===== config.mk =====
export PLATFORM = sky130hd
export DESIGN_NAME = rc_channel_stick_switch_mapper_unit
export DESIGN_NICKNAME = d
export VERILOG_FILES = /design/src/hdl/rcsm_pkg.sv /design/src/hdl/rcsm_divider.sv /design/src/hdl/rcsm_switch.sv /design/src/hdl/rc_channel_stick_switch_mapper_unit.sv
export VERILOG_INCLUDE_DIRS = /design/src /design/src/hdl
export SDC_FILE = /design/constraint.sdc
export NUM_CORES = 1
export LEC_CHECK = 0
export BUFFER_PORTS_ARGS = -buffer_cell sky130_fd_sc_hd__buf_2
export CORE_ASPECT_RATIO = 0.9
export CORE_MARGIN = 5
export CORE_UTILIZATION = 50
export DETAILED_ROUTE_END_ITERATION = 8
export PLACE_DENSITY = 0.72
export SKIP_LAST_GASP = 1
export SYNTH_ARGS = -nofsm -noshare
export SYNTH_HDL_FRONTEND = slang
export SYNTH_SLANG_ARGS = --single-unit

===== constraint.sdc =====
create_clock -name i_clk -period 21.4 [get_ports i_clk]
set_clock_uncertainty 0.15 [all_clocks]
set_input_delay 5.35 -clock i_clk [delete_from_list [all_inputs] [get_ports i_clk]]
set_output_delay 5.35 -clock i_clk [all_outputs]
set_load 0.05 [all_outputs]

===== src/hdl/rc_channel_stick_switch_mapper_unit_defines.svh =====
// Assertion macros for the RC channel stick and switch mapper.
`ifndef RC_CHANNEL_STICK_SWITCH_MAPPER_UNIT_DEFINES_SVH
`define RC_CHANNEL_STICK_SWITCH_MAPPER_UNIT_DEFINES_SVH

// Same-cycle implication, checked outside reset.
`define RCSM_ASSERT_NOW(label, clk, rst_n, ante, cons) \
    label: assert property (@(posedge clk) disable iff (!rst_n) (ante) |-> (cons)) \
        else $error("rcsm check failed");

// Next-cycle implication, checked outside reset.
`define RCSM_ASSERT_NEXT(label, clk, rst_n, ante, cons) \
    label: assert property (@(posedge clk) disable iff (!rst_n) (ante) |=> (cons)) \
        else $error("rcsm check failed");

`endif


===== src/hdl/rcsm_pkg.sv =====
// Shared constants, codes and types of the RC channel stick and switch mapper.
package rcsm_pkg;

    // Channel pulse width in bits.
    localparam int WIDTH_BITS  = 12;
    localparam int CH_W        = WIDTH_BITS;
    localparam int NUM_STICKS  = 4;
    localparam int NUM_CHANS   = 6;

    // Configuration register widths.
    localparam int CFG_LVL_W   = 12;
    localparam int CFG_MAX_W   = 14;
    localparam int CFG_MIN_W   = 15;
    localparam int CFG_DATA_W  = 15;
    localparam int CFG_IDX_W   = 3;

    // Register indexes.
    localparam logic [CFG_IDX_W-1:0] REG_CENTER    = 3'd0;
    localparam logic [CFG_IDX_W-1:0] REG_HALF      = 3'd1;
    localparam logic [CFG_IDX_W-1:0] REG_STICK_MAX = 3'd2;
    localparam logic [CFG_IDX_W-1:0] REG_STICK_MIN = 3'd3;
    localparam logic [CFG_IDX_W-1:0] REG_DEADBAND  = 3'd4;
    localparam logic [CFG_IDX_W-1:0] REG_SW_LOW    = 3'd5;
    localparam logic [CFG_IDX_W-1:0] REG_SW_HIGH   = 3'd6;

    // Arithmetic widths: |width - center| * stick_max, then signed quotient.
    localparam int PROD_W      = CH_W + CFG_MAX_W;
    localparam int VAL_W       = PROD_W + 1;
    localparam int DIV_CNT_W   = $clog2(PROD_W + 1);
    localparam int STICK_W     = 15;

    // Switch position and edge codes.
    localparam int SW_W = 2;
    localparam logic [SW_W-1:0] POS_DOWN  = 2'd0;
    localparam logic [SW_W-1:0] POS_MID   = 2'd1;
    localparam logic [SW_W-1:0] POS_UP    = 2'd2;
    localparam logic [SW_W-1:0] EDGE_NONE = 2'd0;
    localparam logic [SW_W-1:0] EDGE_RISE = 2'd1;
    localparam logic [SW_W-1:0] EDGE_FALL = 2'd2;

    // Stream widths, rounded up to whole bytes.
    localparam int IN_DATA_W   = ((NUM_CHANS * CH_W + 7) / 8) * 8;
    localparam int OUT_FIELD_W = NUM_STICKS * STICK_W + 4 * SW_W;
    localparam int OUT_DATA_W  = ((OUT_FIELD_W + 7) / 8) * 8;
    localparam int USER_W      = 2;

    // Divider request and response.
    typedef struct packed {
        logic                 start;
        logic [PROD_W-1:0]    dividend;
        logic [CFG_LVL_W-1:0] divisor;
    } t_div_req;

    typedef struct packed {
        logic              busy;
        logic              done;
        logic [PROD_W-1:0] quotient;
    } t_div_rsp;

endpackage


===== src/hdl/rcsm_divider.sv =====
// Shared restoring divider, one quotient bit per cycle.
module rcsm_divider (
    input  logic              i_clk,
    input  logic              i_rst_n,
    input  rcsm_pkg::t_div_req i_req,
    output rcsm_pkg::t_div_rsp o_rsp
);

    logic [rcsm_pkg::PROD_W-1:0]    r_quo, n_quo;
    logic [rcsm_pkg::CFG_LVL_W-1:0] r_rem, n_rem;
    logic [rcsm_pkg::CFG_LVL_W-1:0] r_dvs, n_dvs;
    logic [rcsm_pkg::DIV_CNT_W-1:0] r_cnt, n_cnt;
    logic                           r_busy, n_busy;
    logic                           r_done, n_done;
    logic [rcsm_pkg::CFG_LVL_W:0]   w_shift;
    logic [rcsm_pkg::CFG_LVL_W+1:0] w_diff;

    // Shift in the next dividend bit and try the subtraction.
    assign w_shift = {r_rem, r_quo[rcsm_pkg::PROD_W-1]};
    assign w_diff  = {1'b0, w_shift} - {2'b00, r_dvs};

    always_comb begin
        n_quo  = r_quo;
        n_rem  = r_rem;
        n_dvs  = r_dvs;
        n_cnt  = r_cnt;
        n_busy = r_busy;
        n_done = 1'b0;
        if (i_req.start) begin
            n_quo  = i_req.dividend;
            n_rem  = '0;
            // Treat a zero divisor as one.
            n_dvs  = (i_req.divisor == '0) ? {{(rcsm_pkg::CFG_LVL_W-1){1'b0}}, 1'b1}
                                           : i_req.divisor;
            n_cnt  = rcsm_pkg::PROD_W[rcsm_pkg::DIV_CNT_W-1:0];
            n_busy = 1'b1;
        end else if (r_busy) begin
            n_quo = {r_quo[rcsm_pkg::PROD_W-2:0], ~w_diff[rcsm_pkg::CFG_LVL_W+1]};
            n_rem = w_diff[rcsm_pkg::CFG_LVL_W+1] ? w_shift[rcsm_pkg::CFG_LVL_W-1:0]
                                                  : w_diff[rcsm_pkg::CFG_LVL_W-1:0];
            n_cnt = r_cnt - 1'b1;
            if (r_cnt == {{(rcsm_pkg::DIV_CNT_W-1){1'b0}}, 1'b1}) begin
                n_busy = 1'b0;
                n_done = 1'b1;
            end
        end
    end

    always_ff @(posedge i_clk) begin
        r_quo <= n_quo;
        r_rem <= n_rem;
        r_dvs <= n_dvs;
        if (!i_rst_n) begin
            r_cnt  <= '0;
            r_busy <= 1'b0;
            r_done <= 1'b0;
        end else begin
            r_cnt  <= n_cnt;
            r_busy <= n_busy;
            r_done <= n_done;
        end
    end

    assign o_rsp.busy     = r_busy;
    assign o_rsp.done     = r_done;
    assign o_rsp.quotient = r_quo;

endmodule


===== src/hdl/rcsm_switch.sv =====
// Three-position switch decode with edge detection against the stored position.
module rcsm_switch (
    input  logic                           i_clk,
    input  logic                           i_rst_n,
    input  logic                           i_update,
    input  logic [rcsm_pkg::CH_W-1:0]      i_width,
    input  logic [rcsm_pkg::CFG_LVL_W-1:0] i_low,
    input  logic [rcsm_pkg::CFG_LVL_W-1:0] i_high,
    output logic [rcsm_pkg::SW_W-1:0]      o_position,
    output logic [rcsm_pkg::SW_W-1:0]      o_edge
);

    logic [rcsm_pkg::SW_W-1:0] r_prev;

    // Below low wins over above high.
    always_comb begin
        if (i_width < i_low) begin
            o_position = rcsm_pkg::POS_DOWN;
        end else if (i_width > i_high) begin
            o_position = rcsm_pkg::POS_UP;
        end else begin
            o_position = rcsm_pkg::POS_MID;
        end
        if (o_position > r_prev) begin
            o_edge = rcsm_pkg::EDGE_RISE;
        end else if (o_position < r_prev) begin
            o_edge = rcsm_pkg::EDGE_FALL;
        end else begin
            o_edge = rcsm_pkg::EDGE_NONE;
        end
    end

    always_ff @(posedge i_clk) begin
        if (!i_rst_n) begin
            r_prev <= rcsm_pkg::POS_DOWN;
        end else if (i_update) begin
            r_prev <= o_position;
        end
    end

endmodule


===== src/hdl/rc_channel_stick_switch_mapper_unit.sv =====
// Top level of the RC channel stick and switch mapper.
// A new frame is taken only while idle, after the previous one has been loaded into the output
// register, which waits while the output side is stalled. Each of the four sticks goes through
// multiply, launch, 26 divider steps, quotient capture and post-scale; then the output load.
// Reset (synchronous, active low) restores the register defaults, clears both switch
// histories to down and empties the output register.
`include "rc_channel_stick_switch_mapper_unit_defines.svh"

module rc_channel_stick_switch_mapper_unit (
    input  logic                             i_clk,
    input  logic                             i_rst_n,
    // Configuration write port
    input  logic                             i_cfg_wr_en,
    input  logic [rcsm_pkg::CFG_IDX_W-1:0]   i_cfg_index,
    input  logic [rcsm_pkg::CFG_DATA_W-1:0]  i_cfg_data,
    // Input frame stream
    input  logic                             i_s_axis_tvalid,
    output logic                             o_s_axis_tready,
    // tdata, from bit 0: right_x_width, right_y_width, left_y_width, left_x_width,
    // left_switch_width, right_switch_width
    input  logic [rcsm_pkg::IN_DATA_W-1:0]   i_s_axis_tdata,
    // tuser, from bit 0: lost_in, failsafe_in
    input  logic [rcsm_pkg::USER_W-1:0]      i_s_axis_tuser,
    // Result stream
    output logic                             o_m_axis_tvalid,
    input  logic                             i_m_axis_tready,
    // tdata, from bit 0: right_x, right_y, left_y, left_x, left_position,
    // right_position, left_edge, right_edge, zero fill
    output logic [rcsm_pkg::OUT_DATA_W-1:0]  o_m_axis_tdata,
    // tuser, from bit 0: lost_out, failsafe_out
    output logic [rcsm_pkg::USER_W-1:0]      o_m_axis_tuser
);

    localparam int ST_W = 3;
    localparam logic [ST_W-1:0] ST_IDLE   = 3'd0;
    localparam logic [ST_W-1:0] ST_MUL    = 3'd1;
    localparam logic [ST_W-1:0] ST_LAUNCH = 3'd2;
    localparam logic [ST_W-1:0] ST_DIV    = 3'd3;
    localparam logic [ST_W-1:0] ST_POST   = 3'd4;
    localparam logic [ST_W-1:0] ST_FIN    = 3'd5;

    localparam int CHAN_IDX_W = $clog2(rcsm_pkg::NUM_STICKS);
    localparam int EXT_W      = rcsm_pkg::VAL_W - rcsm_pkg::CFG_MAX_W;
    localparam int SEXT_W     = rcsm_pkg::VAL_W - rcsm_pkg::CFG_MIN_W;

    // Configuration registers
    logic [rcsm_pkg::CFG_LVL_W-1:0] r_center;
    logic [rcsm_pkg::CFG_LVL_W-1:0] r_half;
    logic [rcsm_pkg::CFG_MAX_W-1:0] r_stick_max;
    logic [rcsm_pkg::CFG_MIN_W-1:0] r_stick_min;
    logic [rcsm_pkg::CFG_MAX_W-1:0] r_deadband;
    logic [rcsm_pkg::CFG_LVL_W-1:0] r_sw_low;
    logic [rcsm_pkg::CFG_LVL_W-1:0] r_sw_high;

    // Sequencer and working registers
    logic [ST_W-1:0]                r_state;
    logic [CHAN_IDX_W-1:0]          r_chan;
    logic [rcsm_pkg::CH_W-1:0]      r_width [rcsm_pkg::NUM_STICKS];
    logic [rcsm_pkg::STICK_W-1:0]   r_stick [rcsm_pkg::NUM_STICKS];
    logic [rcsm_pkg::SW_W-1:0]      r_lpos, r_rpos, r_ledge, r_redge;
    logic [rcsm_pkg::USER_W-1:0]    r_flags;
    logic [rcsm_pkg::PROD_W-1:0]    r_prod;
    logic                           r_neg;
    logic signed [rcsm_pkg::VAL_W-1:0] r_val;

    // Output register
    logic                           r_out_valid;
    logic [rcsm_pkg::OUT_DATA_W-1:0] r_out_data;
    logic [rcsm_pkg::USER_W-1:0]    r_out_user;

    logic                           w_in_xfer;
    logic                           w_out_free;
    logic [rcsm_pkg::CH_W-1:0]      w_cur_width;
    logic [rcsm_pkg::CH_W-1:0]      w_mag;
    logic [rcsm_pkg::SW_W-1:0]      w_lpos, w_rpos, w_ledge, w_redge;
    logic signed [rcsm_pkg::VAL_W-1:0] w_hi, w_lo, w_db, w_clamp;
    logic [rcsm_pkg::STICK_W-1:0]   w_stick_res;
    logic                           w_pos_ok;
    rcsm_pkg::t_div_req             w_div_req;
    rcsm_pkg::t_div_rsp             w_div_rsp;

    assign o_s_axis_tready = (r_state == ST_IDLE);
    assign w_in_xfer       = i_s_axis_tvalid && o_s_axis_tready;
    assign w_out_free      = !r_out_valid || i_m_axis_tready;

    // Configuration writes; indexes past the list are dropped.
    always_ff @(posedge i_clk) begin
        if (!i_rst_n) begin
            r_center    <= 12'd1500;
            r_half      <= 12'd500;
            r_stick_max <= 14'd1000;
            r_stick_min <= -15'sd1000;
            r_deadband  <= 14'd10;
            r_sw_low    <= 12'd1250;
            r_sw_high   <= 12'd1750;
        end else if (i_cfg_wr_en) begin
            case (i_cfg_index)
                rcsm_pkg::REG_CENTER:    r_center    <= i_cfg_data[rcsm_pkg::CFG_LVL_W-1:0];
                rcsm_pkg::REG_HALF:      r_half      <= i_cfg_data[rcsm_pkg::CFG_LVL_W-1:0];
                rcsm_pkg::REG_STICK_MAX: r_stick_max <= i_cfg_data[rcsm_pkg::CFG_MAX_W-1:0];
                rcsm_pkg::REG_STICK_MIN: r_stick_min <= i_cfg_data[rcsm_pkg::CFG_MIN_W-1:0];
                rcsm_pkg::REG_DEADBAND:  r_deadband  <= i_cfg_data[rcsm_pkg::CFG_MAX_W-1:0];
                rcsm_pkg::REG_SW_LOW:    r_sw_low    <= i_cfg_data[rcsm_pkg::CFG_LVL_W-1:0];
                rcsm_pkg::REG_SW_HIGH:   r_sw_high   <= i_cfg_data[rcsm_pkg::CFG_LVL_W-1:0];
                default: ;
            endcase
        end
    end

    // Switch channels decode straight off the input bus; history advances on transfer.
    rcsm_switch u_left_switch (
        .i_clk      (i_clk),
        .i_rst_n    (i_rst_n),
        .i_update   (w_in_xfer),
        .i_width    (i_s_axis_tdata[5*rcsm_pkg::CH_W-1:4*rcsm_pkg::CH_W]),
        .i_low      (r_sw_low),
        .i_high     (r_sw_high),
        .o_position (w_lpos),
        .o_edge     (w_ledge)
    );

    rcsm_switch u_right_switch (
        .i_clk      (i_clk),
        .i_rst_n    (i_rst_n),
        .i_update   (w_in_xfer),
        .i_width    (i_s_axis_tdata[6*rcsm_pkg::CH_W-1:5*rcsm_pkg::CH_W]),
        .i_low      (r_sw_low),
        .i_high     (r_sw_high),
        .o_position (w_rpos),
        .o_edge     (w_redge)
    );

    // |width - center| feeds the multiplier; the sign is applied after the divide
    // so the quotient truncates toward zero.
    assign w_cur_width = r_width[r_chan];
    assign w_mag = (w_cur_width >= r_center) ? (w_cur_width - r_center)
                                             : (r_center - w_cur_width);

    assign w_div_req.start    = (r_state == ST_LAUNCH);
    assign w_div_req.dividend = r_prod;
    assign w_div_req.divisor  = r_half;

    rcsm_divider u_divider (
        .i_clk   (i_clk),
        .i_rst_n (i_rst_n),
        .i_req   (w_div_req),
        .o_rsp   (w_div_rsp)
    );

    // Clamp to stick_max first, then stick_min, then zero the open deadband.
    assign w_hi = $signed({{EXT_W{1'b0}}, r_stick_max});
    assign w_lo = $signed({{SEXT_W{r_stick_min[rcsm_pkg::CFG_MIN_W-1]}}, r_stick_min});
    assign w_db = $signed({{EXT_W{1'b0}}, r_deadband});

    always_comb begin
        if (r_val > w_hi) begin
            w_clamp = w_hi;
        end else if (r_val < w_lo) begin
            w_clamp = w_lo;
        end else begin
            w_clamp = r_val;
        end
        if ((w_clamp < w_db) && (w_clamp > -w_db)) begin
            w_stick_res = '0;
        end else begin
            w_stick_res = w_clamp[rcsm_pkg::STICK_W-1:0];
        end
    end

    // Sequencer
    always_ff @(posedge i_clk) begin
        if (!i_rst_n) begin
            r_state <= ST_IDLE;
            r_chan  <= '0;
        end else begin
            case (r_state)
                ST_IDLE: begin
                    if (w_in_xfer) begin
                        r_state <= ST_MUL;
                        r_chan  <= '0;
                    end
                end
                ST_MUL:    r_state <= ST_LAUNCH;
                ST_LAUNCH: r_state <= ST_DIV;
                ST_DIV: begin
                    if (w_div_rsp.done) begin
                        r_state <= ST_POST;
                    end
                end
                ST_POST: begin
                    if (r_chan == CHAN_IDX_W'(rcsm_pkg::NUM_STICKS - 1)) begin
                        r_state <= ST_FIN;
                    end else begin
                        r_chan  <= r_chan + 1'b1;
                        r_state <= ST_MUL;
                    end
                end
                ST_FIN: begin
                    if (w_out_free) begin
                        r_state <= ST_IDLE;
                    end
                end
                default: r_state <= ST_IDLE;
            endcase
        end
    end

    // Working data: capture the frame, then the product, quotient and stick value.
    always_ff @(posedge i_clk) begin
        if (w_in_xfer) begin
            for (int i = 0; i < rcsm_pkg::NUM_STICKS; i++) begin
                r_width[i] <= i_s_axis_tdata[i*rcsm_pkg::CH_W +: rcsm_pkg::CH_W];
            end
            r_lpos  <= w_lpos;
            r_rpos  <= w_rpos;
            r_ledge <= w_ledge;
            r_redge <= w_redge;
            r_flags <= i_s_axis_tuser;
        end
        if (r_state == ST_MUL) begin
            r_prod <= w_mag * r_stick_max;
            r_neg  <= (w_cur_width < r_center);
        end
        if ((r_state == ST_DIV) && w_div_rsp.done) begin
            r_val <= r_neg ? -$signed({1'b0, w_div_rsp.quotient})
                           :  $signed({1'b0, w_div_rsp.quotient});
        end
        if (r_state == ST_POST) begin
            r_stick[r_chan] <= w_stick_res;
        end
    end

    // Output register: load when the frame is done and the slot is free.
    always_ff @(posedge i_clk) begin
        if (!i_rst_n) begin
            r_out_valid <= 1'b0;
        end else if ((r_state == ST_FIN) && w_out_free) begin
            r_out_valid <= 1'b1;
        end else if (i_m_axis_tready) begin
            r_out_valid <= 1'b0;
        end
    end

    always_ff @(posedge i_clk) begin
        if ((r_state == ST_FIN) && w_out_free) begin
            r_out_data <= {{(rcsm_pkg::OUT_DATA_W - rcsm_pkg::OUT_FIELD_W){1'b0}},
                           r_redge, r_ledge, r_rpos, r_lpos,
                           r_stick[3], r_stick[2], r_stick[1], r_stick[0]};
            r_out_user <= r_flags;
        end
    end

    assign o_m_axis_tvalid = r_out_valid;
    assign o_m_axis_tdata  = r_out_data;
    assign o_m_axis_tuser  = r_out_user;

    // Both switch positions on the output never go past up.
    assign w_pos_ok =
        (r_out_data[4*rcsm_pkg::STICK_W +: rcsm_pkg::SW_W] <= rcsm_pkg::POS_UP) &&
        (r_out_data[4*rcsm_pkg::STICK_W + rcsm_pkg::SW_W +: rcsm_pkg::SW_W] <= rcsm_pkg::POS_UP);

    // Checks
    `RCSM_ASSERT_NEXT(a_busy_after_take, i_clk, i_rst_n, w_in_xfer, !o_s_axis_tready)
    `RCSM_ASSERT_NOW(a_idle_div_quiet, i_clk, i_rst_n, o_s_axis_tready, !w_div_rsp.busy)
    `RCSM_ASSERT_NOW(a_done_in_div, i_clk, i_rst_n, w_div_rsp.done, r_state == ST_DIV)
    `RCSM_ASSERT_NOW(a_switch_codes, i_clk, i_rst_n, o_m_axis_tvalid, w_pos_ok)

endmodule


Yosys cells after proc, flatten, opt, wreduce, memory -nomap -nowiden
Memories as Yosys holds them, arrays and structs flattened. A register that Yosys moved wholly into a read port is not among the register bits.
Index checks and enable logic that the tools add are counted.
{"block": "word_totals", "regBits": 292, "ram_bits": 108, "inputBits": 97, "out_inout_bits": 76, "elab_cells": 133, "memories": 2}
{"memory": "r_stick", "words": 4, "word_bits": 15, "read_ports": 4, "rd_clocked_by_memory_dff": 4, "wr": 1, "line_no": "rc_channel_stick_switch_mapper_unit.sv:59", "text": "logic [rcsm_pkg::STICK_W-1:0] r_stick [rcsm_pkg::NUM_STICKS];"}
{"memory": "r_width", "words": 4, "word_bits": 12, "read_ports": 1, "rd_clocked_by_memory_dff": 1, "wr": 4, "line_no": "rc_channel_stick_switch_mapper_unit.sv:58", "text": "logic [rcsm_pkg::CH_W-1:0] r_width [rcsm_pkg::NUM_STICKS];"}
{"block": "op_classes", "n_addsub": 7, "n_mul": 1, "order_cmp": 14, "eq_ne": 17, "n_mux": 36, "n_bitwise": 3, "reduce_logical": 23}
{"cell": "two-way mux 26 bit", "count": 3}
{"cell": "< comparator 27 x 15 -> 1 bit", "count": 2}
{"cell": "two-way mux 27 bit", "count": 2}
{"cell": "< comparator 12 bit", "count": 3}
{"cell": "> comparator 27 x 15 -> 1 bit", "count": 1}
{"cell": "> comparator 27 bit", "count": 1}
{"cell": "negator 14 -> 27 bit", "count": 1}
{"cell": "negator 26 -> 27 bit", "count": 1}
{"cell": "multiplier 12 x 14 -> 26 bit", "count": 1}
{"cell": "> comparator 12 bit", "count": 2}
{"cell": "two-way mux 12 bit", "count": 2}
{"cell": "subtractor 12 bit", "count": 2}
{"cell": "two-way mux 2 bit", "count": 10}
{"cell": "one-hot mux 3 bit (6 select lines)", "count": 1}
{"cell": "equality test 3 bit (second input constant)", "count": 5}
{"cell": "two-way mux 15 bit", "count": 1}
{"cell": "AND reduction 2 bit", "count": 7}
{"cell": "subtractor 13 x 12 -> 14 bit", "count": 1}
{"cell": "equality test 3 x 2 -> 1 bit (second input constant)", "count": 4}
{"cell": "greater-or-equal comparator 12 bit", "count": 1}
{"cell": "logical NOT 12 bit", "count": 1}
{"cell": "two-way mux 3 bit", "count": 4}
{"cell": "two-way mux 1 bit", "count": 10}
{"cell": "two-way mux 5 bit", "count": 2}
{"cell": "other kinds (19)", "count": 33}

Logic depth before layout (Yosys ltp)
{"block": "logic_depth", "word_depth": 6, "ltp_mapped": 34, "ltp_nobuf": 32}

Modules after synthesis
Synthesis repeated with hierarchy kept, for this count alone.
{"block": "unflattened", "cells_unflattened": 2485, "area_unflattened_um2": 25764.7}
{"module": "rc_channel_stick_switch_mapper_unit", "instances": 1, "cells_per_inst": 2018, "area_per_inst_um2": 21340.5, "seq_area_each_um2": 9248.9}
{"module": "rcsm_divider", "instances": 1, "cells_per_inst": 271, "area_per_inst_um2": 2955.3, "seq_area_each_um2": 1521.5}
{"module": "rcsm_switch", "instances": 2, "cells_per_inst": 98, "area_per_inst_um2": 734.5, "seq_area_each_um2": 40.0}

Worst setup path after synthesis
OpenSTA, ideal clock, no wires.
{"block": "synth_path", "kind": "input-to-reg", "from": "in i_m_axis_tready", "to": "reg r_out_data (netlist bit o_m_axis_tdata[0]), read port of r_stick, enable pin", "setup_ps": 499, "arrival_time_ps": 8355, "required_ps": 20751, "setup_slack_ps": 12396, "path_stages": 2, "path_buffers": 0, "path_cell_list": "nor2b_1 -> nor2_1"}
{"block": "synth_between", "elab_chain_cells": 2}
{"element": "start: declaration", "line_no": "rc_channel_stick_switch_mapper_unit.sv:26", "text": "input logic i_m_axis_tready,"}
{"element": "logical OR 1 bit", "line_no": "rc_channel_stick_switch_mapper_unit.sv:84", "text": "assign w_out_free = !r_out_valid || i_m_axis_tready;"}
{"element": "logical AND 1 bit", "line_no": "rc_channel_stick_switch_mapper_unit.sv:245", "text": "if ((r_state == ST_FIN) && w_out_free) begin"}
{"element": "end: declaration", "line_no": "rc_channel_stick_switch_mapper_unit.sv:68", "text": "logic [rcsm_pkg::OUT_DATA_W-1:0] r_out_data;"}
Every way passes these cells.
A chain may end at the register's enable or synchronous reset.

==> results.json <==
{
  "outcome": "finished, final reports clean",
  "grt_pass1_wl_mm": 100,
  "dieArea_mm2": 0.0562,
  "gp_congestion": 0.903,
  "multi_input_area_mm2": 0.0133,
  "cts-root-buf": "clkbuf_16",
  "cp_max_fo": 31,
  "grt.overflow.total": 0,
  "rrSetupSlack_ps": 11290,
  "fin_crit_sh_pct": 47.3,
  "syn_area_mm2": 0.0258,
  "max-vdd-ir-drop_uv": 303,
  "drive_gt1_share_pct": 12.2,
  "start_util_pct": 50.2,
  "layout_min_cycle_time_ps": 10110,
  "path_class": "reg2reg",
  "critical_path_required_ps": 21550,
  "dpl_cell_area_mm2": 0.0272,
  "grt_pass1_vias": 18700,
  "hold_slack_ps": 263,
  "setup_viol": 0,
  "ant_nets": 0,
  "worstHoldPathCells": 0,
  "ys_seq_elements": 402,
  "hold_viol_final": 0,
  "critical_path.most_common_cell": "fa_1",
  "holdBufCountCts": 0,
  "wl_per_cell_um": 18.5,
  "cts_tree": "yes",
  "dr.pass1.iters": 5,
  "arrival_ps": 10270,
  "fillers": 4399,
  "relSlewSlack_pct": 19.7,
  "remaining_drc_errors": 0,
  "grt_usage_pct": 22.0,
  "core.rowCount": 79,
  "synth_seq_area_share_pct": 42.1,
  "syn_avg_cell_area_um2": 10.3,
  "post_synth_inst_count": 2502,
  "max_stage_delay_ps": 900,
  "ys.flop_type": "edfxtp_1",
  "start_kind": "flop",
  "syn_to_final_growth_pct": 11.1,
  "cts.clk_slew.worst_paths_ps": 60,
  "maxSlewViolCount": 0,
  "h-tree-depth": 2,
  "grt_max_degree": 72,
  "synth_async_sr_flop_share_pct": 0,
  "cts-buffers-inserted": 41,
  "reg2regPathDepth": 26,
  "clock_path_buffers": 3,
  "final_nets": 3090,
  "first_iter_violations": 1295,
  "die_h_um": 225,
  "synth_edf_count": 280,
  "ctsResizeCount": 0,
  "antenna_found_initial": 2,
  "cts_sinks": 402,
  "postCtsSetupBuffers": 0,
  "reg2reg_to": "r_prod[25]",
  "holdPathEnd": "o_m_axis_tdata[20]",
  "vias": 18500,
  "p_leak_nw": 12.3,
  "ys_types": 89,
  "final_area_mm2": 0.0287,
  "rsz0062_at_grt": "no",
  "io_buffers": 168,
  "clkLatencyLatePin_ps": 570,
  "fmax_mhz": 98.9,
  "area.sequential_mm2": 0.0109,
  "cp-end-kind": "flop",
  "hp-class": "reg2reg",
  "hold_start": "r_stick[1][5]",
  "routed_wl_mm": 61.9,
  "setup_tns_ps": 0,
  "cap_violations": 0,
  "dp.final_hpwl_mm": 46.3,
  "die_x_um": 249,
  "yosys_warnings": 0,
  "coreArea_mm2": 0.0514,
  "worst_pin_slew_ps": 1200,
  "vias_per_cell": 5.53,
  "cpMaxStageDelayCell": "xor2_1",
  "p_per_area_mw_per_mm2": 137,
  "ioPinCount": 173
}
## kinds of logic after synthesis
group / count (synthesis) / share of synthesized area, %
simple gates: 787 / 14.4
buf+inv: 417 / 6.33
compound gates: 415 / 11.2
flops: 402 / 42.1
fa+ha+maj: 361 / 21.1
xor+xnor: 73 / 2.51
mux: 46 / 2.42
other cells: 1 / 0.0145
## worst max-delay path, delay by kind of cell, from the launching register on
family,cells,cell delay [ps]
adders and majority gates,7,3810
AOI/OAI and AO/OA,10,2360
xor gates and xnor gates,2,1050
muxes,2,960
DFF,1,870
and+or+nand+nor,2,520
buffers and inverters,3,150
## sequential cells by signal (all words and copies together), names as in the netlist, 5 cells and up, named ones only
register and flops:
r_sw_high 12, r_val 27, u_divider.r_rem 12, u_divider.r_dvs 12
r_sw_low 12, r_stick 60, r_center 12, r_stick_max 14
r_deadband 14, u_divider.r_quo 26, r_prod 26, u_divider.r_cnt 5
r_width 48, o_m_axis_tdata 68, r_half 12, r_stick_min 15
## metrics by stage
stage | utilization (%) | total power, W | setup WS (ps) | instances
floorplan | - | 0.00267 | 12400 | 2505
global placement | 52.9 | 0.00315 | 11590 | 3277
detailed placement | 52.9 | 0.00320 | 11230 | 3277
CTS | 55.8 | 0.00398 | 11210 | 3352
global route | 55.8 | 0.00428 | 10610 | 3353
finish | 55.8 | 0.00394 | 11290 | 3353
## where the power goes
part / leakage, nW / switching, W / internal, W
clock network: 0.694 / 0.000304 / 0.000455
logic: 8.09 / 0.00125 / 0.000892
registers: 3.56 / 0.0000391 / 0.000998
total: 12.3 / 0.00159 / 0.00235
## metal layers
metal / up-vias / wire length (µm) / global-route usage, %
met5: - / 13 / 0
met4: 2 / 2010 / 7.38
met3: 129 / 4080 / 4.00
met2: 573 / 29000 / 36.6
met1: 8982 / 26700 / 29.3
li1: 8842 / - / -
## cell type report
class | instances | share of cell area, %
Tap cell | 688 | 3.00
Multi-Input combinational cell | 1686 | 46.5
Antenna cell | 1 | 0.00873
Timing Repair Buffer | 189 | 3.48
Clock buffer | 54 | 4.00
Clock inverter | 21 | 1.04
Inverter | 312 | 4.09
Sequential cell | 402 | 37.9
## how the worst max path moves through the flow
stage / startpoint / to / slack (ps) / cells past startpoint
floorplan: i_m_axis_tready / o_m_axis_tdata[0] / 12400 / 2
CTS: flop / r_prod[25] / 11210 / 26
finish: flop / r_prod[25] / 11290 / 26
global placement: flop / r_prod[25] / 11590 / 26
detailed placement: flop / r_prod[25] / 11230 / 26
global route: flop / r_prod[25] / 10610 / 26
## cells in the mapped netlist, types with 8 or more instances
| library cell | n | area [µm²] |
|---|---|---|
| nand2_1 | 380 | 1430 |
| inv_1 | 311 | 1170 |
| edfxtp_1 | 280 | 8410 |
| ha_1 | 238 | 2980 |
| fa_1 | 123 | 2460 |
| dfxtp_1 | 122 | 2440 |
| nor2_1 | 99 | 372 |
| a21oi_1 | 89 | 445 |
| clkbuf_1 | 83 | 312 |
| o21ai_0 | 66 | 330 |
| xnor2_1 | 61 | 534 |
| a21boi_0 | 59 | 443 |
| nand3_1 | 53 | 265 |
| nand2b_1 | 44 | 275 |
| nor3_1 | 44 | 220 |
| and2_1 | 40 | 250 |
| o211ai_1 | 39 | 293 |
| a21o_1 | 38 | 285 |
| mux2i_1 | 27 | 270 |
| nand4_1 | 23 | 144 |
| o21a_1 | 23 | 173 |
| and3_1 | 18 | 113 |
| nor2b_1 | 17 | 106 |
| a211oi_1 | 14 | 105 |
| nor4_1 | 14 | 87.6 |
| mux4_2 | 12 | 270 |
| a31o_2 | 11 | 96.3 |
| xor2_1 | 11 | 96.3 |
| buf_2 | 10 | 50.1 |
| nand3b_1 | 10 | 75.1 |
| o31ai_1 | 9 | 67.6 |
| or2_2 | 9 | 56.3 |
| or3_1 | 8 | 50.1 |
## layout by cell type, fill, tap and decap left out, drive strengths merged, types with 9 or more instances in the layout
master  count
mux4       12
xnor2      62
buf       189
a21oi      91
nor2      100
dfxtp     122
ha        238
xor2       11
mux2i      27
nand3      53
edfxtp    280
a31o       15
and2       40
nand2     381
o21a       24
fa        123
or2         9
o31ai       9
a21boi     61
inv       315
nor4       14
clkbuf     54
nand4      23
a21o       38
nand2b     46
and3       18
nor2b      17
a211oi     16
nor3b       9
o211ai     40
o21ai      69
nand3b     10
nor3       46
Note: power is estimated with default switching activity, not from simulation.
